`src/rtl/fskab_pkg.sv`:
```
`default_nettype none

package fskab_pkg;

  // Build-time configuration
  localparam int QUEUE_DEPTH        = 1024;
  localparam int SAMPLES_PER_SYMBOL = 40;
  localparam int START_SLOTS        = 1;
  localparam int MARK_FREQ_HZ       = 1200;
  localparam int SPACE_FREQ_HZ      = 2200;
  localparam int SAMPLE_RATE_HZ     = 44100;
  localparam int DATA_BITS          = 8;

  localparam int SLOT_CNT = START_SLOTS + DATA_BITS;
  localparam int QA_W     = $clog2(QUEUE_DEPTH);
  localparam int PHASE_W  = (SAMPLES_PER_SYMBOL > 1) ? $clog2(SAMPLES_PER_SYMBOL) : 1;
  localparam int SLOT_W   = $clog2(SLOT_CNT);
  localparam int BIT_W    = $clog2(DATA_BITS);

  // Operation codes on the input channel
  localparam logic OP_ENQUEUE = 1'b0;
  localparam logic OP_TICK    = 1'b1;

  localparam logic [63:0] Q30_ONE     = 64'd1073741824;
  localparam logic [63:0] HALF_PI_Q30 = 64'd1686629713;
  localparam logic [63:0] PEAK_LEVEL  = 64'd32766;

  typedef logic signed [15:0] sample_t;
  typedef sample_t rom_t [SAMPLES_PER_SYMBOL];

  // Stage-1 to stage-2 control beat
  typedef struct packed {
    logic               play;
    logic [BIT_W-1:0]   bit_k;
    logic [PHASE_W-1:0] phase;
    logic               busy;
    logic               ovf;
  } beat_t;

  // Sine of a Q32 turn fraction, signed Q30; Taylor series in Horner form.
  function automatic longint sine_turn(logic [31:0] turn);
    logic [1:0]  quad;
    logic [63:0] r;
    logic [63:0] x;
    logic [63:0] x2;
    logic [63:0] t;
    logic [63:0] s;
    quad = turn[31:30];
    r    = {34'd0, turn[29:0]};
    if (quad[0]) begin
      r = Q30_ONE - r;
    end
    x  = (r * HALF_PI_Q30) >> 30;
    x2 = (x * x) >> 30;
    t  = Q30_ONE;
    t  = Q30_ONE - (((x2 * t) >> 30) / 64'd156);
    t  = Q30_ONE - (((x2 * t) >> 30) / 64'd110);
    t  = Q30_ONE - (((x2 * t) >> 30) / 64'd72);
    t  = Q30_ONE - (((x2 * t) >> 30) / 64'd42);
    t  = Q30_ONE - (((x2 * t) >> 30) / 64'd20);
    t  = Q30_ONE - (((x2 * t) >> 30) / 64'd6);
    s  = (x * t) >> 30;
    return quad[1] ? -longint'(s) : longint'(s);
  endfunction

  // One enveloped tone sample; elaboration only.
  function automatic sample_t rom_value(int idx, int freq);
    logic [63:0] env_turn;
    logic [63:0] env;
    logic [63:0] a;
    logic [63:0] tone_turn;
    logic [63:0] mag;
    logic [63:0] v;
    longint      c;
    longint      s;
    env_turn  = (64'(idx) << 32) / SAMPLES_PER_SYMBOL;
    c         = sine_turn(env_turn[31:0] + 32'h4000_0000);
    env       = 64'((longint'(Q30_ONE) - c) / 3);
    a         = (64'(freq) * 64'(idx)) % SAMPLE_RATE_HZ;
    tone_turn = (a << 32) / SAMPLE_RATE_HZ;
    s         = sine_turn(tone_turn[31:0]);
    mag       = (s < 0) ? 64'(-s) : 64'(s);
    v         = (((env * mag) >> 30) * PEAK_LEVEL) >> 30;
    return (s < 0) ? -sample_t'(v[15:0]) : sample_t'(v[15:0]);
  endfunction

  function automatic rom_t build_rom(int freq);
    rom_t rom;
    for (int i = 0; i < SAMPLES_PER_SYMBOL; i++) begin
      rom[i] = rom_value(i, freq);
    end
    return rom;
  endfunction

  localparam rom_t MARK_ROM  = build_rom(MARK_FREQ_HZ);
  localparam rom_t SPACE_ROM = build_rom(SPACE_FREQ_HZ);

endpackage

`default_nettype wire

```
`src/rtl/fskab_ctrl.sv`:
```
`default_nettype none

module fskab_ctrl (
  input  wire logic                      clk,
  input  wire logic                      rst_n,
  input  wire logic                      in_valid,
  input  wire logic                      in_operation,
  input  wire logic [7:0]                in_data_byte,
  output logic                           in_ready,
  input  wire logic                      adv,
  output logic                           ram_we,
  output logic      [fskab_pkg::QA_W-1:0] ram_waddr,
  output logic      [7:0]                ram_wdata,
  output logic                           ram_re,
  output logic      [fskab_pkg::QA_W-1:0] ram_raddr,
  output logic                           s1_valid,
  output fskab_pkg::beat_t               s1_beat
);

  import fskab_pkg::*;

  logic [QA_W-1:0]    rd_r, rd_nxt, rd_inc;
  logic [QA_W-1:0]    wr_r, wr_nxt, wr_inc;
  logic [SLOT_W-1:0]  slot_r, slot_nxt, slot_inc;
  logic [PHASE_W-1:0] ph_r, ph_nxt, ph_inc;
  logic               s1_valid_r, s1_valid_nxt;
  beat_t              beat_r, beat_nxt;
  logic               accept, busy, full;
  logic [SLOT_W-1:0]  slot_ofs;

  always_comb begin
    in_ready = !s1_valid_r || adv;
    accept   = in_valid && in_ready;
    busy     = rd_r != wr_r;

    rd_inc   = (rd_r == QA_W'(QUEUE_DEPTH - 1)) ? '0 : rd_r + 1'b1;
    wr_inc   = (wr_r == QA_W'(QUEUE_DEPTH - 1)) ? '0 : wr_r + 1'b1;
    ph_inc   = (ph_r == PHASE_W'(SAMPLES_PER_SYMBOL - 1)) ? '0 : ph_r + 1'b1;
    slot_inc = (slot_r == SLOT_W'(SLOT_CNT - 1)) ? '0 : slot_r + 1'b1;
    full     = wr_inc == rd_r;

    rd_nxt   = rd_r;
    wr_nxt   = wr_r;
    ph_nxt   = ph_r;
    slot_nxt = slot_r;
    ram_we   = 1'b0;

    if (accept) begin
      if (in_operation == OP_ENQUEUE) begin
        if (!full) begin
          ram_we = 1'b1;
          wr_nxt = wr_inc;
        end
      end else if (busy) begin
        ph_nxt = ph_inc;
        if (ph_inc == '0) begin
          slot_nxt = slot_inc;
          if (slot_inc == '0) begin
            rd_nxt = rd_inc;
          end
        end
      end
    end

    // silent on enqueue beats, in start slots and once the last byte has gone out
    slot_ofs       = slot_nxt - SLOT_W'(START_SLOTS);
    beat_nxt.play  = (in_operation == OP_TICK) && busy && (rd_nxt != wr_r) &&
                     (slot_nxt >= SLOT_W'(START_SLOTS));
    beat_nxt.bit_k = slot_ofs[BIT_W-1:0];
    beat_nxt.phase = ph_nxt;
    beat_nxt.busy  = busy;
    beat_nxt.ovf   = (in_operation == OP_ENQUEUE) && full;

    s1_valid_nxt = accept ? 1'b1 : (adv ? 1'b0 : s1_valid_r);

    ram_waddr = wr_r;
    ram_wdata = in_data_byte;
    ram_re    = accept;
    ram_raddr = rd_nxt;
  end

  always_ff @(posedge clk) begin
    if (!rst_n) begin
      rd_r       <= '0;
      wr_r       <= '0;
      ph_r       <= '0;
      slot_r     <= '0;
      s1_valid_r <= 1'b0;
    end else begin
      rd_r       <= rd_nxt;
      wr_r       <= wr_nxt;
      ph_r       <= ph_nxt;
      slot_r     <= slot_nxt;
      s1_valid_r <= s1_valid_nxt;
    end
  end

  always_ff @(posedge clk) begin
    if (accept) begin
      beat_r <= beat_nxt;
    end
  end

  assign s1_valid = s1_valid_r;
  assign s1_beat  = beat_r;

endmodule

`default_nettype wire

```
`config.mk`:
```
export PLATFORM = sky130hd
export DESIGN_NAME = fskab_ctrl
export DESIGN_NICKNAME = d
export VERILOG_FILES = /design/src/rtl/fskab_pkg.sv /design/src/rtl/fskab_ctrl.sv
export SDC_FILE = /design/constraint.sdc
export NUM_CORES = 1
export LEC_CHECK = 0
export ABC_AREA = 1
export BUFFER_PORTS_ARGS = -buffer_cell sky130_fd_sc_hd__buf_2
export CORE_MARGIN = 4
export CORE_UTILIZATION = 61
export DETAILED_ROUTE_END_ITERATION = 7
export PLACE_DENSITY = 0.86
export SLEW_MARGIN = 20
export SYNTH_ARGS = -nofsm -noshare
export SYNTH_HDL_FRONTEND = slang
export SYNTH_SLANG_ARGS = --single-unit
```
`constraint.sdc`:
```
create_clock -name clk -period 4.5 [get_ports clk]
set_input_delay 0.45 -clock clk [delete_from_list [all_inputs] [get_ports clk]]
set_output_delay 0.45 -clock clk [all_outputs]
set_load 0.03 [all_outputs]
```
==> metrics, run 1 <==
Syn Nets=522; largest net degree at the start of global routing=22; Max-Cap Viols=0; Final GP Congestion=0.979; VDD IR max=0.148 mV; Synth area leader=dfxtp_1; DPL Wire Length=6260 microns; WL final=8200 microns; CP endpoint kind=output pin; placed insts=589; min Tclk post-route=3.32 ns; initial antenna violation count=0; FP Rows=25; FFs w/ async S/R, synth=0; Fillers=450; Syn. warnings=0; post-route ant nets=0; Final WS setup=1.18 ns; clk root buf=clkbuf_8; cell-by-cell trace of the critical path=ha_1, nand4_1, nor2_4, nand4_4, nand3_1, xor2_1, nor2_1, nand4_4, nand2_2, inv_1, buf_2; Setup Skew=0.00905 ns; most common cell in the netlist=nand2_1; CP startpoint=ram_waddr[0]; Remaining Overflow, GRT=0; first-pass GRT wire length=13,400 microns; Final #Nets=550; I/O pin count=57; Clock Path Buffers=2; CTS sink count=43; ys flop type=dfxtp_1; power per cell area=292 nW/um^2; vias in the first global route=2,939; share of layout cells above drive strength 1=0.147; final hold violation count=0; core area=4880 sq um; Worst-path clk slew=0.09 ns; Clock Latency Late Sink=0.30 ns; Setup Fix Bufs, Post-CTS=0; Die Width=80.0 microns; filler-free cell count of the finished design=597; fin crit share=0.738; unrepaired setup endpoints after global routing=false; max_slew headroom=0.496; met1 WL=3520 microns; synth cell count leaders=nand2_1, inv_1, nor2_1; Worst-Margin Slew=0.755 ns; Hold Crit Start=adv; startpoint types=flop; vias per std cell=5.44; Mean Syn Cell Area=6.32 sq um; Multi-input gate area=1770 sq um; Critical R2R Launch=rd_r[6]; # resized after CTS=0; Crit-path slowest cell=dfxtp_1; TritonCTS clock tree=done; Mapped Cells=501; Max Freq=301 MHz; post-synth top area share=0.196; drt first pass iters=5; crit path max fanout=14; Slew Viols, Final=0; Inserted Diodes=0; #FFs+latches synth=43; Post-synth EDFFs=12; die span in y=80.0 microns; Top cell by count, worst path=nand4_4; initial core utilization=0.648; Pleak=1.80 nW; worst endpoint required time=4.05 ns; synth top area cells=dfxtp_1, nand2_1, edfxtp_1; met2 WL=3780 microns; # H-tree levels=2; sequential element share of the synthesized area=0.310; GRT Resource Usage Total=0.264; IO buf count=40; Synth-to-Final Area Change=9.45%; met3 routed WL=575 microns; library cells used by synthesis=30; DRC=0; Hold WC Path Type=primary input to flop; FF/Latch Area=981 sq um; Crit path arrival time=2.87 ns; # hold bufs at CTS=0; run status=complete, no violations; cts bufs inserted=5; Setup Crit Path Kind=flop to output pin; Final Power=1.01 mW; highest metal used=met4; # setup viols final=0; Final Core Density=0.710; TNS Setup=0 ns; Routed WL per cell=13.7 microns; cell area after synthesis=3160 sq um; Die ar.=6400 sq um; DR iter-0 viols=231; pre-CTS setup slack=1.50 ns; Crit path largest cell delay=0.56 ns; vias=3,250
worst max-delay path: cells and delay by family, from the launching register on:
family	cells	cell delay (ns)
buf+inv	2	0.23
flops	1	0.56
xor+xnor	1	0.09
fa+ha+maj	1	0.27
simple gates	7	1.41
routing by layer:
metal  GRT usage  vias to the layer above
met3      0.0497                       39
met5           0                        -
met4       0.117                        0
met2       0.441                      140
li1            -                     1626
met1       0.328                     1445
cells in the final DEF (no fill, tap or decap), types with 8 or more instances in the layout:
master and instances:
xor2_1 9, nand2_1 160, buf_2 40, edfxtp_1 12, dfxtp_1 31, nand4_1 18, a21oi_1 12, inv_2 8
nand3_1 45, inv_1 68, nor2_1 66, ha_1 8, o21ai_0 14
state kept, by name, summed over array words and instances (netlist names):
register and flops:
s1_beat 12, slot_r 4, ph_r 6, ram_waddr 10, s1_valid 1, rd_r 10
final timing paths:
check | endpoint | slack (ns) | cells past startpoint
max reg2reg | s1_beat[11] | 1.69 | 15
min | s1_valid | 0.45 | 4
min reg2reg | s1_valid | 0.52 | 2
max | ram_we | 1.18 | 11
power by group:
| group | switching, mW | internal, mW |
|---|---|---|
| combinational | 0.139 | 0.0584 |
| clock | 0.146 | 0.221 |
| sequential | 0.0259 | 0.421 |
| total | 0.311 | 0.701 |
cell type report:
type | instances | share of cell area
clock inverters | 3 | 0.0195
clock buffers | 5 | 0.0199
repair buffers | 41 | 0.0600
flip-flops and latches | 43 | 0.283
inverters | 76 | 0.0824
well taps | 67 | 0.0242
multi-input cells | 362 | 0.511
kinds of logic after synthesis:
logic type,Yosys count,share of synthesized area
AOI/OAI and AO/OA,32,0.0562
DFF,43,0.310
buffers and inverters,96,0.131
and+or+nand+nor,311,0.441
xor gates and xnor gates,11,0.0304
adders and majority gates,8,0.0316
per-stage QoR:
step / hold slack [ns] / instance area (sq um)
finish: 0.453 / 3460
global route: 0.460 / 3460
CTS: 0.441 / 3460
detailed placement: 0.503 / 3330
global placement: 0.491 / 3330
floorplan: 0.557 / 3160
(Power assumes the default switching activity.)
==> inputs of run 2 (changes only) <==
- CORE_UTILIZATION: 61 -> 51
- PLACE_DENSITY: 0.86 -> 0.77
- clock period: 4.5 -> 2.8 ns (I/O delays scaled with it)
==> metrics, run 2 (synthesis gave the netlist of run 1 again) <==
run status=complete, no violations; Max Freq=382 MHz; cell-by-cell trace of the critical path=ha_2, nand3_1, nand2_1, nand2_1, nor2_1, nand2_1, nor2_4, buf_4, nand3_4, nor2_4, nand2_1, nand2_1, inv_1, buf_2; vias per std cell=5.30 (-2.7%); GRT Resource Usage Total=0.218 (-0.0461); # H-tree levels=2 (unchanged); max reg flops=12 (unchanged); initial core utilization=0.531 (-0.117); Final #Nets=564 (+2.5%); # setup viols final=0 (unchanged); Inserted Diodes=0 (unchanged); Hold WC Path Type=primary input to flop; Worst-path clk slew=0.08 ns (about the same); I/O pin count=57 (unchanged); Pleak=1.86 nW (+3.4%); max_slew headroom=0.502 (+0.00580); WHS Path Cells=4 (unchanged); DRC=0 (unchanged); FF/Latch Area=991 sq um (+1.0%); VDD IR max=0.317 mV (+110%); drt first pass iters=5 (unchanged); Fillers=582 (+29%); largest net degree at the start of global routing=22 (unchanged); FP Rows=28 (+12%); most common cell after layout, fill and taps aside=nand2_1; fin crit share=0.936; Worst-Margin Slew=0.746 ns (-0.00869 ns); Max-Cap Viols=0 (unchanged); Crit-path slowest cell=dfxtp_4; Slew Viols, Final=0 (unchanged); share of layout cells above drive strength 1=0.189 (+0.0422); delay-heaviest family, CP=simple AND/OR/NAND/NOR gates; worst endpoint required time=2.52 ns (-1.53 ns); Synth-to-Final Area Change=14.6%; Top cell by count, worst path=nand2_1; Buf/Inv on CP=3 (+1); vias in the first global route=2,947 (+0.27%); WL final=8120 microns (-1.0%); DR iter-0 viols=223 (-3.5%); initial antenna violation count=0 (unchanged); reg2reg end=s1_beat[11]; IO buf count=40 (unchanged); DPL Wire Length=6280 microns (+0.32%); fin area=3630 sq um (+4.7%); Crit path arrival time=2.34 ns (-0.53 ns); hold endpoint=s1_valid; min Tclk post-route=2.62 ns; Setup Skew=0.00714 ns (-0.00191 ns); Crit path largest cell delay=0.39 ns (-0.17 ns); final hold violation count=0 (unchanged); Setup Crit Path Kind=flop to output pin; Hold Crit Start=adv; crit path max fanout=8 (-6); cts bufs inserted=5 (unchanged); Routed WL per cell=13.1 microns (-4.5%); first-pass GRT wire length=13,400 microns (-0.10%); Clock Path Buffers=2 (unchanged); Final Power=1.63 mW (+61%); CTS sink count=43 (unchanged); register-to-register setup slack=0.24 ns (-1.45 ns); power per cell area=449 nW/um^2 (+54%); TritonCTS clock tree=done; Critical R2R Launch=ph_r[0]; Final GP Congestion=0.951 (-2.8%); Die ar.=7530 sq um (+18%); most frequent cells in the layout=nand2_1, inv_1, nor2_1; clk root buf=clkbuf_8; core area=5960 sq um (+22%); vias=3,279 (+0.89%); die span in y=86.8 microns (+8.4%); startpoint types=flop; CP endpoint kind=output pin; post-route ant nets=0 (unchanged); Die Width=86.8 microns (+8.4%); r2r worst-path depth=14 (-1); Remaining Overflow, GRT=0 (unchanged); Clock Latency Late Sink=0.30 ns (about the same); Multi-input gate area=1810 sq um (+2.5%); CP startpoint=ph_r[0]; Post-DP Area=3400 sq um (+2.3%)
[run 2: report_power, final]
part           switching (mW)  internal, mW  leakage [nW]
clock network           0.223         0.357        0.0654
registers              0.0391         0.677         0.364
logic                   0.228         0.104          1.43
total                   0.490          1.14          1.86
[run 2: metal layers]
metal	wire length [microns]	vias to the layer above	GRT usage
met2	3960	141	0.386
met4	140	0	0.0637
met5	0	-	0
met1	3430	1464	0.274
li1	-	1655	-
met3	591	19	0.0295
[run 2: final cells by class]
| cell class | instances | share of cell area |
|---|---|---|
| clock buffer | 6 | 0.0200 |
| inverter | 76 | 0.0793 |
| sequential | 43 | 0.273 |
| clock inverter | 2 | 0.0166 |
| timing repair buffer | 54 | 0.0849 |
| multi-input combinational | 363 | 0.500 |
| tap | 75 | 0.0259 |
[run 2: per-stage QoR]
stage,cells,TNS (ns),util,hold WS (ns),setup slack [ns]
finish,619,0,0.609,0.265,0.180
CTS,614,0,0.594,0.259,0.00366
detailed placement,606,0,0.572,0.497,0.162
global placement,606,0,0.572,0.489,0.284
global route,619,-0.0382,0.609,0.294,-0.0330
floorplan,501,0,-,0.427,0.288
[run 2: worst register-to-register path: stages, from the launching register on]
cell	delay, ns
dfxtp_4	0.39
ha_2	0.21
nand3_1	0.08
nand2_1	0.10
nand2_1	0.06
nor2_1	0.09
nand2_1	0.10
nor2_4	0.20
buf_4	0.17
nand3_4	0.12
o21ai_0	0.33
ha_1	0.26
nand3_1	0.09
nand3_1	0.07
nor2_1	0.05
[run 2: worst max path at each step]
stage,cells past startpoint,endpoint,slack (ns)
2_1_floorplan,9,ram_raddr[6],0.29
3_3_place_gp,13,s1_beat[11],0.28
3_5_place_dp,12,s1_beat[10],0.16
4_1_cts,12,ram_raddr[6],0.004
5_1_grt,14,ram_raddr[7],-0.03
6_report,14,ram_raddr[7],0.18
[run 2: timing repair]
action / 4_1_cts / 5_1_grt
buffers inserted: 0 / 4
pin swaps: 1 / 2
resized for setup: 1 / 18
setup endpoints to repair: 2 / 11
hold buffers: 0 / 0
cloned: 0 / 1
