**src/rtl/fskab_pkg.sv**
```systemverilog
`default_nettype none

package fskab_pkg;

  // Build-time configuration
  localparam int QUEUE_DEPTH        = 1024;
  localparam int SAMPLES_PER_SYMBOL = 40;
  localparam int START_SLOTS        = 1;
  localparam int MARK_FREQ_HZ       = 1200;
  localparam int SPACE_FREQ_HZ      = 2200;
  localparam int SAMPLE_RATE_HZ     = 44100;
  localparam int DATA_BITS          = 8;

  localparam int SLOT_CNT = START_SLOTS + DATA_BITS;
  localparam int QA_W     = $clog2(QUEUE_DEPTH);
  localparam int PHASE_W  = (SAMPLES_PER_SYMBOL > 1) ? $clog2(SAMPLES_PER_SYMBOL) : 1;
  localparam int SLOT_W   = $clog2(SLOT_CNT);
  localparam int BIT_W    = $clog2(DATA_BITS);

  // Operation codes on the input channel
  localparam logic OP_ENQUEUE = 1'b0;
  localparam logic OP_TICK    = 1'b1;

  localparam logic [63:0] Q30_ONE     = 64'd1073741824;
  localparam logic [63:0] HALF_PI_Q30 = 64'd1686629713;
  localparam logic [63:0] PEAK_LEVEL  = 64'd32766;

  typedef logic signed [15:0] sample_t;
  typedef sample_t rom_t [SAMPLES_PER_SYMBOL];

  // Stage-1 to stage-2 control beat
  typedef struct packed {
    logic               play;
    logic [BIT_W-1:0]   bit_k;
    logic [PHASE_W-1:0] phase;
    logic               busy;
    logic               ovf;
  } beat_t;

  // Sine of a Q32 turn fraction, signed Q30; Taylor series in Horner form.
  function automatic longint sine_turn(logic [31:0] turn);
    logic [1:0]  quad;
    logic [63:0] r;
    logic [63:0] x;
    logic [63:0] x2;
    logic [63:0] t;
    logic [63:0] s;
    quad = turn[31:30];
    r    = {34'd0, turn[29:0]};
    if (quad[0]) begin
      r = Q30_ONE - r;
    end
    x  = (r * HALF_PI_Q30) >> 30;
    x2 = (x * x) >> 30;
    t  = Q30_ONE;
    t  = Q30_ONE - (((x2 * t) >> 30) / 64'd156);
    t  = Q30_ONE - (((x2 * t) >> 30) / 64'd110);
    t  = Q30_ONE - (((x2 * t) >> 30) / 64'd72);
    t  = Q30_ONE - (((x2 * t) >> 30) / 64'd42);
    t  = Q30_ONE - (((x2 * t) >> 30) / 64'd20);
    t  = Q30_ONE - (((x2 * t) >> 30) / 64'd6);
    s  = (x * t) >> 30;
    return quad[1] ? -longint'(s) : longint'(s);
  endfunction

  // One enveloped tone sample; elaboration only.
  function automatic sample_t rom_value(int idx, int freq);
    logic [63:0] env_turn;
    logic [63:0] env;
    logic [63:0] a;
    logic [63:0] tone_turn;
    logic [63:0] mag;
    logic [63:0] v;
    longint      c;
    longint      s;
    env_turn  = (64'(idx) << 32) / SAMPLES_PER_SYMBOL;
    c         = sine_turn(env_turn[31:0] + 32'h4000_0000);
    env       = 64'((longint'(Q30_ONE) - c) / 3);
    a         = (64'(freq) * 64'(idx)) % SAMPLE_RATE_HZ;
    tone_turn = (a << 32) / SAMPLE_RATE_HZ;
    s         = sine_turn(tone_turn[31:0]);
    mag       = (s < 0) ? 64'(-s) : 64'(s);
    v         = (((env * mag) >> 30) * PEAK_LEVEL) >> 30;
    return (s < 0) ? -sample_t'(v[15:0]) : sample_t'(v[15:0]);
  endfunction

  function automatic rom_t build_rom(int freq);
    rom_t rom;
    for (int i = 0; i < SAMPLES_PER_SYMBOL; i++) begin
      rom[i] = rom_value(i, freq);
    end
    return rom;
  endfunction

  localparam rom_t MARK_ROM  = build_rom(MARK_FREQ_HZ);
  localparam rom_t SPACE_ROM = build_rom(SPACE_FREQ_HZ);

endpackage

`default_nettype wire

```
**src/rtl/fskab_shaper.sv**
```systemverilog
`default_nettype none

module fskab_shaper (
  input  wire logic              clk,
  input  wire logic              rst_n,
  input  wire logic              s1_valid,
  input  wire fskab_pkg::beat_t  s1_beat,
  input  wire logic [7:0]        byte_data,
  output logic                   adv,
  input  wire logic              out_ready,
  output logic                   out_valid,
  output fskab_pkg::sample_t     out_sample,
  output logic                   out_busy_res,
  output logic                   out_overflow
);

  import fskab_pkg::*;

  logic    out_valid_r, out_valid_nxt;
  sample_t sample_r, sample_nxt;
  logic    busy_r, ovf_r;

  always_comb begin
    adv           = !out_valid_r || out_ready;
    out_valid_nxt = adv ? s1_valid : out_valid_r;
    if (!s1_beat.play) begin
      sample_nxt = '0;
    end else if (byte_data[s1_beat.bit_k]) begin
      sample_nxt = MARK_ROM[s1_beat.phase];
    end else begin
      sample_nxt = SPACE_ROM[s1_beat.phase];
    end
  end

  always_ff @(posedge clk) begin
    if (!rst_n) begin
      out_valid_r <= 1'b0;
    end else begin
      out_valid_r <= out_valid_nxt;
    end
  end

  always_ff @(posedge clk) begin
    if (adv && s1_valid) begin
      sample_r <= sample_nxt;
      busy_r   <= s1_beat.busy;
      ovf_r    <= s1_beat.ovf;
    end
  end

  assign out_valid    = out_valid_r;
  assign out_sample   = sample_r;
  assign out_busy_res = busy_r;
  assign out_overflow = ovf_r;

endmodule

`default_nettype wire

```
**config.mk**
```make
export PLATFORM = sky130hd
export DESIGN_NAME = fskab_shaper
export DESIGN_NICKNAME = d
export VERILOG_FILES = /design/src/rtl/fskab_pkg.sv /design/src/rtl/fskab_shaper.sv
export SDC_FILE = /design/constraint.sdc
export NUM_CORES = 1
export LEC_CHECK = 0
export ABC_AREA = 0
export BUFFER_PORTS_ARGS = -buffer_cell sky130_fd_sc_hd__buf_2
export CAP_MARGIN = 5
export CELL_PAD_IN_SITES_DETAIL_PLACEMENT = 0
export CELL_PAD_IN_SITES_GLOBAL_PLACEMENT = 1
export CORE_MARGIN = 10
export CORE_UTILIZATION = 43
export CTS_BUF_LIST = sky130_fd_sc_hd__clkbuf_2
export DETAILED_ROUTE_END_ITERATION = 16
export GPL_ROUTABILITY_DRIVEN = 1
export PLACE_DENSITY_LB_ADDON = 0.1
export SYNTH_ARGS = -nofsm -noshare
export SYNTH_HDL_FRONTEND = slang
export SYNTH_SLANG_ARGS = --single-unit
export TNS_END_PERCENT = 1
```
**constraint.sdc**
```tcl
create_clock -name clk -period 2.9 [get_ports clk]
set_input_delay 0.29 -clock clk [delete_from_list [all_inputs] [get_ports clk]]
set_output_delay 0.29 -clock clk [all_outputs]
set_load 0.02 [all_outputs]
```
==> key figures, run 1 <==
Drt
  – DRC violations left: 0
  – 1st-iter DRT viols: 540
  – DRT Pass-1 Iters: 5
  – Post-Route WL: 10270 µm
  – Antenna Nets Post-Route: 0
  – Detailed-route via count: 3149
  – WL per Instance: 22.53 µm
  – Vias per cell: ~6.9

CTS
  – CTS Sinks: 19
  – Postcts setup bufs: 0
  – Hold Buf Count CTS: 0
  – Max clock buf depth: 2
  – Number of buffers created by CTS: 3
  – H-tree depth: 1
  – Root buf cell: clkbuf_2
  – Clk pin slew, worst setup/hold paths: between 0.15 and 0.2 ns
  – CTS tree: yes
  – Post_cts resized: 0
  – Worst-skew pair later-pin latency: 0.32 ns

Cells and area
  – Layout cells sized above 1: roughly a fifth
  – Most common cell after layout, fill and taps aside: buf_2
  – Commonest non-fill, non-tap cells in the layout: 43 x buf_2, 35 x nand2_1, 33 x a21oi_1, 31 x o21ai_0, 26 x nor2_1
  – # fillers: slightly below 600
  – # nets final: approximately 410
  – N_diodes: 0
  – Area Overhead vs Synth: 8.780%
  – Core Util, Final: between 40% and 50%
  – Fin area: 0.002945 mm²

Die
  – I/O pins: between 40 and 50
  – Site Rows: 28
  – Die area: slightly below 0.01 mm²
  – CORE AREA: between 0.006 and 0.007 mm²
  – Initial core utilization: approximately 45%
  – Die Wd: around 99 µm
  – Vert. Die Dim: around 99 µm

Critical path
  – CP Cell Sequence: buf_2, inv_1, ha_1, nor2b_1, a21oi_1, mux4_2, o211ai_1, and3_1
  – CP required: a little over 3 ns
  – Worst-path fanout max: 21
  – Crit Path Class: in -> reg
  – Worst path arrival time: roughly 2.4 ns
  – WP buf/inv: 2
  – CP Launch Type: input pin
  – Crit path max-delay family: buffers and inverters
  – Crit path largest cell delay: between 0.5 and 0.6 ns
  – Worst Setup End Kind: flop
  – CP max stage cell: mux4_2

Pwr
  – Cell area power density: between 300 and 400 mW/mm²
  – Worst vdd ir: 0.1869 mV
  – P_leak: ~1.2 nW

Timing
  – Final slew viol count: 0
  – Final hold violations: 0
  – TNS Setup: 0 ns
  – Fmax: roughly 0.45 GHz
  – Post-Route Skew: about 0.0073 ns
  – Final worst path period share: between 70% and 80%
  – Final setup viols: 0
  – Unrepaired setup endpoints after global routing: no
  – Worst rel slew slack: between 40% and 50%
  – Minimum clock period: roughly 2.2 ns
  – Slew @ Worst Pin: around 0.8 ns
  – Hold WS: around 0.13 ns

Hold path
  – HP Class: in -> reg

Yosys
  – Syn Std Cell Area: 0.002708 mm²
  – Synthesized Nets: approximately 390
  – Synth Flop Type: edfxtp_1
  – Yosys reg bits: 19
  – Syn Area/Cell: approximately 7.5 µm²
  – Mapped Cells: 362
  – Sequential fraction of the synthesis area: between 20% and 30%
  – Cell variety after synth: 60
  – Share of synthesized registers carrying an async set or reset: 0%
  – Synth warn: 0
  – EDFF count, synth: 18

GRT
  – Remaining global-route overflow: 0
  – Largest net degree at the start of global routing: between 50 and 60
  – Initial antenna violation count: 0
  – GRT Total Usage: between 20% and 30%
  – Number of global-route vias before repair: 2989
  – First-pass GRT wire length: roughly 16000 µm

Placed design
  – Placed inst area: 0.002925 mm²
  – IO buf count: 43
  – Post-DP HPWL: approximately 7300 µm
  – GPL Wtd Cong: 0.9839

Job
  – Max cap viols: 0

Outcome
  – Status: completed
synth_stat cells (5+ instances only):
master / instances / area [µm²]
nor3_1: 6 / 30.03
nor2_1: 26 / 97.59
ha_1: 8 / 100.1
nand2_1: 35 / 131.4
a211oi_1: 5 / 37.54
o21ai_0: 31 / 155.2
nor2b_1: 17 / 106.4
inv_1: 11 / 41.29
clkbuf_1: 15 / 56.30
mux2i_1: 7 / 70.07
o211ai_1: 10 / 75.07
nand2b_1: 15 / 93.84
mux4_2: 5 / 112.6
a21oi_1: 33 / 165.2
edfxtp_1: 18 / 540.5
buf_2: 19 / 95.09
a31oi_1: 8 / 50.05
nand3_1: 6 / 30.03
buf_4: 5 / 37.54
a221oi_1: 9 / 78.83
path summary, 6_finish.rpt:
kind,startpoint,endpoint,slack [ns],cells past startpoint
worst max-delay path,s1_beat[3],out_sample[2],0.66,8
worst min-delay path,s1_beat[1],out_busy_res,0.13,1
worst max register to register,out_valid,out_sample[10],1.45,2
worst min register to register,out_valid,out_valid,0.54,2
sequential cells by signal, summed over array words and instances, names as in the netlist:
register      flops
out_busy_res      1
out_overflow      1
out_valid         1
out_sample       16
layout make-up:
type,count,area [µm²],share of cell area [%]
Multi-Input combinational cell,288,1882,63.89
Sequential cell,19,560.5,19.03
Timing Repair Buffer,59,347.8,11.81
Tap cell,75,93.84,3.186
Inverter,11,41.29,1.402
Clock buffer,3,15.01,0.5098
Clock inverter,1,5.005,0.1699
stage by stage:
stage / std cells / power (mW) / setup slack (ns)
2_1_floorplan: 362 / 0.6781 / 0.4497
3_3_place_gp: 452 / 0.8163 / 0.4366
3_5_place_dp: 452 / 0.8133 / 0.3783
4_1_cts: 456 / 0.9331 / 0.7352
5_1_grt: 456 / 0.9964 / 0.5743
6_report: 456 / 0.9385 / 0.6621
where the power goes:
group          total (mW)  internal (mW)  switching [mW]
clock network       0.118         0.0312          0.0869
logic               0.483          0.174           0.310
registers           0.337          0.332         0.00539
layer usage:
metal  track usage [%]  wire length [µm]
met5                 0                 0
met4             9.151               408
met3             3.529               971
met2             32.16              4872
met1             25.75              4021
cells by family after synthesis:
family | after synthesis | share of synthesized area, %
compound gates | 142 | 35.49
simple gates | 122 | 22.14
buf+inv | 55 | 9.797
flops | 19 | 20.70
mux | 13 | 7.163
fa+ha+maj | 9 | 4.067
xor+xnor | 2 | 0.6471
No activity file was read; power rests on OpenSTA's default activity.
==> run 2: changes to the inputs <==
Clock period 2.9 ns to 2.1 ns, I/O delays scaled along.
==> run 2 against run 1 <==
Against the previous run:
- sequential share of layout area fell by 2.0 points
- combinational power grew 54%
- via count is 4.9% higher
- non-clock buffer count grew 45
- first-iteration DRC count shrank 12%
- clock power up 47%
- critical path type unchanged
- global-route usage up 0.091 points
==> key figures, run 2 (synthesized netlist as in run 1, its figures left out) <==
Placed design
  – GPL Wtd Cong: ~1.0
  – Post-DP HPWL: roughly 7800 µm
  – IO buf count: between 40 and 50
  – Place WS: -0.04702 ns

Cells and area
  – Commonest non-fill, non-tap cells in the layout: 59 x buf_4, 43 x buf_2, 35 x nand2_1, 33 x a21oi_1, 31 x o21ai_0
  – Most common cell after layout, fill and taps aside: buf_4
  – N_diodes: 0
  – Layout cells sized above 1: approximately 28%
  – Area Overhead vs Synth: 21.72%
  – # fillers: 620
  – Largest register FFs: 16
  – # nets final: 459

CTS
  – Post_cts resized: 0
  – CTS Sinks: 19
  – CTS tree: yes
  – Number of buffers created by CTS: 3
  – Worst-skew pair later-pin latency: about 0.32 ns
  – Clk pin slew, worst setup/hold paths: about 0.22 ns
  – Max clock buf depth: 2
  – Root buf cell: clkbuf_2
  – H-tree depth: 1
  – Hold Buf Count CTS: 0
  – Postcts setup bufs: 0

Timing
  – Minimum clock period: 1.823 ns
  – Slew @ Worst Pin: approximately 0.62 ns
  – Final slew viol count: 0
  – Final worst path period share: about 87%
  – Final hold violations: 0
  – Worst rel slew slack: 58.42%
  – Post-Route Skew: around 0.0095 ns
  – Hold WS: approximately 0.046 ns
  – TNS Setup: 0 ns
  – Unrepaired setup endpoints after global routing: no
  – Final setup viols: 0
  – PnR worst setup slack: ~0.28 ns
  – Fmax: ~0.55 GHz

Die
  – Vert. Die Dim: around 100 µm
  – CORE AREA: about 0.0060 mm²
  – Site Rows: 28
  – Initial core utilization: between 40% and 50%
  – Die area: between 0.009 and 0.01 mm²
  – I/O pins: 44
  – Die Wd: approximately 99 µm

Pwr
  – Sw frac: a little over two fifths
  – Clock network fraction of total power: 12.5%
  – P_leak: 1.382 nW
  – Sequential power share: around a third
  – Cell area power density: 420.2 mW/mm²
  – Comb power frac: 53.7%
  – Sw Pwr: around 580 µW
  – Worst vdd ir: about 0.22 mV
  – Internal Power: a little over 800 µW

Critical path
  – CP Launch Type: input pin
  – Worst-path fanout max: 5
  – FF-to-FF End: out_sample[11]
  – Crit Path Class: in -> reg
  – Setup slack, reg-to-reg: about 1 ns
  – Worst Setup End Kind: flop
  – RR Startpoint: out_valid
  – Worst path arrival time: 1.91 ns
  – CP required: roughly 2.2 ns
  – Reg2Reg Depth: 3

GRT
  – GRT Total Usage: between 20 and 25%
  – Number of global-route vias before repair: 3074
  – Initial antenna violation count: 0
  – First-pass GRT wire length: around 16000 µm
  – Remaining global-route overflow: 0
  – Largest net degree at the start of global routing: 33

Drt
  – WL per Instance: 20.96 µm
  – Detail Route met3 WL: approximately 1100 µm
  – Met2 WL post-DR: between 4000 and 5000 µm
  – DRT Pass-1 Iters: 6
  – Met1 Wirelength: ~4000 µm
  – Vias per cell: 6.591
  – Antenna Nets Post-Route: 0
  – Detailed-route via count: ~3300
  – DRC violations left: 0
  – 1st-iter DRT viols: 475
  – Post-Route WL: 10500 µm
  – Top Layer Used: met4

Outcome
  – Status: completed

Hold path
  – Worst hold start: s1_beat[1]
  – Hold path depth: 1
  – Hold Crit Endpoint: out_busy_res
  – HP Class: in -> reg

Job
  – Max cap viols: 0
-- run 2: layout make-up --
class                      instances  area [µm²]  area share, %
sequential                        19       560.5          17.01
clock buffer                       3       15.01         0.4556
tap                               75       93.84          2.847
timing repair buffer             104       698.2          21.18
multi-input combinational        288        1882          57.10
clock inverter                     1       5.005         0.1519
inverter                          11       41.29          1.253
-- run 2: critical path, stage by stage --
cell,delay [ns]
buf_2,0.13
ha_1,0.26
nor3_1,0.55
buf_4,0.22
a31oi_1,0.04
a311oi_1,0.28
buf_4,0.16
o32ai_1,0.07
-- run 2: power by group through the flow --
stage	Sequential (mW)	Combinational [mW]	Clock [mW]
after floorplan	0.519	0.424	0
after global placement	0.476	0.733	0
after detailed placement	0.477	0.730	0
after CTS	0.468	0.731	0.180
after global routing	0.471	0.800	0.190
final	0.467	0.744	0.173
-- run 2: how the worst max path moves through the flow --
| stage | from | endpoint |
|---|---|---|
| 3_3_place_gp | s1_beat[3] | out_sample[6] |
| 3_5_place_dp | s1_beat[3] | out_sample[6] |
| 2_1_floorplan | s1_beat[2] | out_sample[5] |
| 4_1_cts | s1_beat[3] | out_sample[6] |
| 5_1_grt | s1_beat[3] | out_sample[11] |
| 6_report | s1_beat[3] | out_sample[6] |
-- run 2: per-layer routing --
layer  up-vias  GRT usage, %
met5         -             0
met4         0         10.69
met3        35         2.907
met2       242         32.57
met1      1534         25.46
li1       1491             -
-- run 2: per-stage QoR --
step,power (mW),instance area [µm²],util [%],instances
6_report,1.385,3296,54.69,501
5_1_grt,1.461,3296,54.69,501
4_1_cts,1.379,3296,54.69,501
3_5_place_dp,1.206,3276,54.36,497
3_3_place_gp,1.209,3276,54.36,497
2_1_floorplan,0.9426,2728,-,362
==> run 3: changes to the inputs <==
Settings changed: ABC_AREA 0 to default, PLACE_DENSITY from default to 0.89, PLACE_DENSITY_LB_ADDON 0.1 to default.
==> run 3 against run 2 <==
Against the previous run:
- cell area fell by 3.0%
- non-clock buffer count down 13
- core utilization decreased by 1.6 points
- global-route usage shrank 1.9 points
- critical path type unchanged
==> key figures, run 3 (synthesized netlist as in run 1, its figures left out) <==
Pwr
  – Worst vdd ir: 0.2274 mV
  – P_leak: around 1.3 nW
  – Tot Pwr: roughly 1.3 mW
  – Cell area power density: 420.0 mW/mm²

CTS
  – Post_cts resized: 0
  – Hold Buf Count CTS: 0
  – Max clock buf depth: 2
  – Number of buffers created by CTS: 3
  – Root buf cell: clkbuf_2
  – Worst-skew pair later-pin latency: 0.32 ns
  – H-tree depth: 1
  – CTS tree: yes
  – Postcts setup bufs: 0
  – CTS Sinks: 19
  – Clk pin slew, worst setup/hold paths: approximately 0.19 ns

Critical path
  – Worst-path fanout max: 19
  – CP Cell Sequence: buf_2, buf_4, ha_1, nor3_1, a31oi_1, a311oi_1, buf_4, o32ai_1
  – CP required: roughly 2.2 ns
  – Crit Path Class: in -> reg
  – CP Launch Type: input pin
  – Crit path top cell by count: buf_4
  – CP max stage cell: nor3_1
  – Setup slack, reg-to-reg: 1.00 ns
  – Crit path largest cell delay: approximately 0.52 ns
  – Worst path arrival time: a little over 2 ns
  – Worst Setup End Kind: flop

Hold path
  – HP Class: in -> reg

Job
  – Max cap viols: 0

GRT
  – First-pass GRT wire length: 15350 µm
  – GRT Total Usage: a little under a fifth
  – Remaining global-route overflow: 0
  – Initial antenna violation count: 0
  – Largest net degree at the start of global routing: 35
  – Number of global-route vias before repair: just over 3000

Placed design
  – IO buf count: 43
  – GPL Wtd Cong: 1.003
  – Post-DP HPWL: 7243 µm

Die
  – Vert. Die Dim: approximately 99 µm
  – CORE AREA: between 0.006 and 0.007 mm²
  – I/O pins: 44
  – Site Rows: 28
  – Die area: a little under 0.01 mm²
  – Initial core utilization: between 40% and 50%
  – Die Wd: about 100 µm

Timing
  – Final slew viol count: 0
  – Final setup viols: 0
  – Final hold violations: 0
  – Unrepaired setup endpoints after global routing: no
  – Post-Route Skew: around 0.012 ns
  – Minimum clock period: just under 2 ns
  – Hold WS: 0.04956 ns
  – Slew @ Worst Pin: about 0.67 ns
  – Final worst path period share: 92.57%
  – Fmax: between 0.5 and 0.6 GHz
  – Worst rel slew slack: between 50 and 60%

Drt
  – DRC violations left: 0
  – WL per Instance: between 15 and 20 µm
  – Post-Route WL: 9628 µm
  – Detailed-route via count: 3231
  – Vias per cell: around 6.6
  – Antenna Nets Post-Route: 0
  – DRT Pass-1 Iters: 5
  – 1st-iter DRT viols: roughly 550

Cells and area
  – Most common cell after layout, fill and taps aside: buf_4
  – Area Overhead vs Synth: 18.11%
  – # nets final: around 450
  – # fillers: around 600
  – Largest register FFs: 16
  – Layout cells sized above 1: between 20% and 30%
  – N_diodes: 0
  – Commonest non-fill, non-tap cells in the layout: 46 x buf_4, 43 x buf_2, 35 x nand2_1, 33 x a21oi_1, 31 x o21ai_0

Outcome
  – Status: completed
-- run 3: cell types whose count changed in the layout (fill, tap and decap cells not counted), sizes merged --
cell / before / now
buf: 104 / 91
-- run 3: cell type report --
type | instances | area [µm²] | share of cell area [%]
Tap cell | 75 | 93.84 | 2.934
Sequential cell | 19 | 560.5 | 17.53
Clock inverter | 1 | 5.005 | 0.1565
Clock buffer | 3 | 15.01 | 0.4695
Inverter | 11 | 41.29 | 1.291
Timing Repair Buffer | 91 | 600.6 | 18.78
Multi-Input combinational cell | 288 | 1882 | 58.84
-- run 3: power breakdown --
group / internal (mW) / switching, mW / leakage (nW) / total, mW
sequential: 0.458 / 0.00684 / 0.187 / 0.464
clock: 0.0431 / 0.115 / 0.0164 / 0.159
combinational: 0.291 / 0.429 / 1.11 / 0.720
total: 0.792 / 0.551 / 1.32 / 1.34
-- run 3: final timing paths --
check | startpoint | endpoint | cells past startpoint
worst min-delay path | s1_beat[1] | out_busy_res | 1
worst min register to register | out_valid | out_valid | 2
worst max register to register | out_valid | out_sample[2] | 3
worst max-delay path | s1_beat[3] | out_sample[6] | 8
-- run 3: worst max-delay path: cells and delay by family --
family / cells / cell delay, ns
compound gates: 3 / 0.48
fa+ha+maj: 1 / 0.29
simple gates: 1 / 0.52
buf+inv: 3 / 0.50
-- run 3: stage by stage --
step                utilization (%)  setup slack (ns)  instances  cell area [µm²]  setup TNS (ns)
floorplan                         -          0.001128        362             2728               0
global placement              52.74           -0.1382        484             3178         -0.3024
detailed placement            52.74           -0.1189        484             3178         -0.2080
CTS                           53.07            0.2338        488             3198               0
global route                  53.07           0.05979        488             3198               0
finish                        53.07            0.1561        488             3198               0
-- run 3: per-layer routing --
layer	up-vias	part of all wire [%]	track usage, %	wire length (µm)
met2	257	47	30.81	4488
li1	1470	-	-	-
met4	0	4.1	8.490	391
met1	1462	38	22.91	3704
met3	42	11	2.076	1043
met5	-	0	0	0
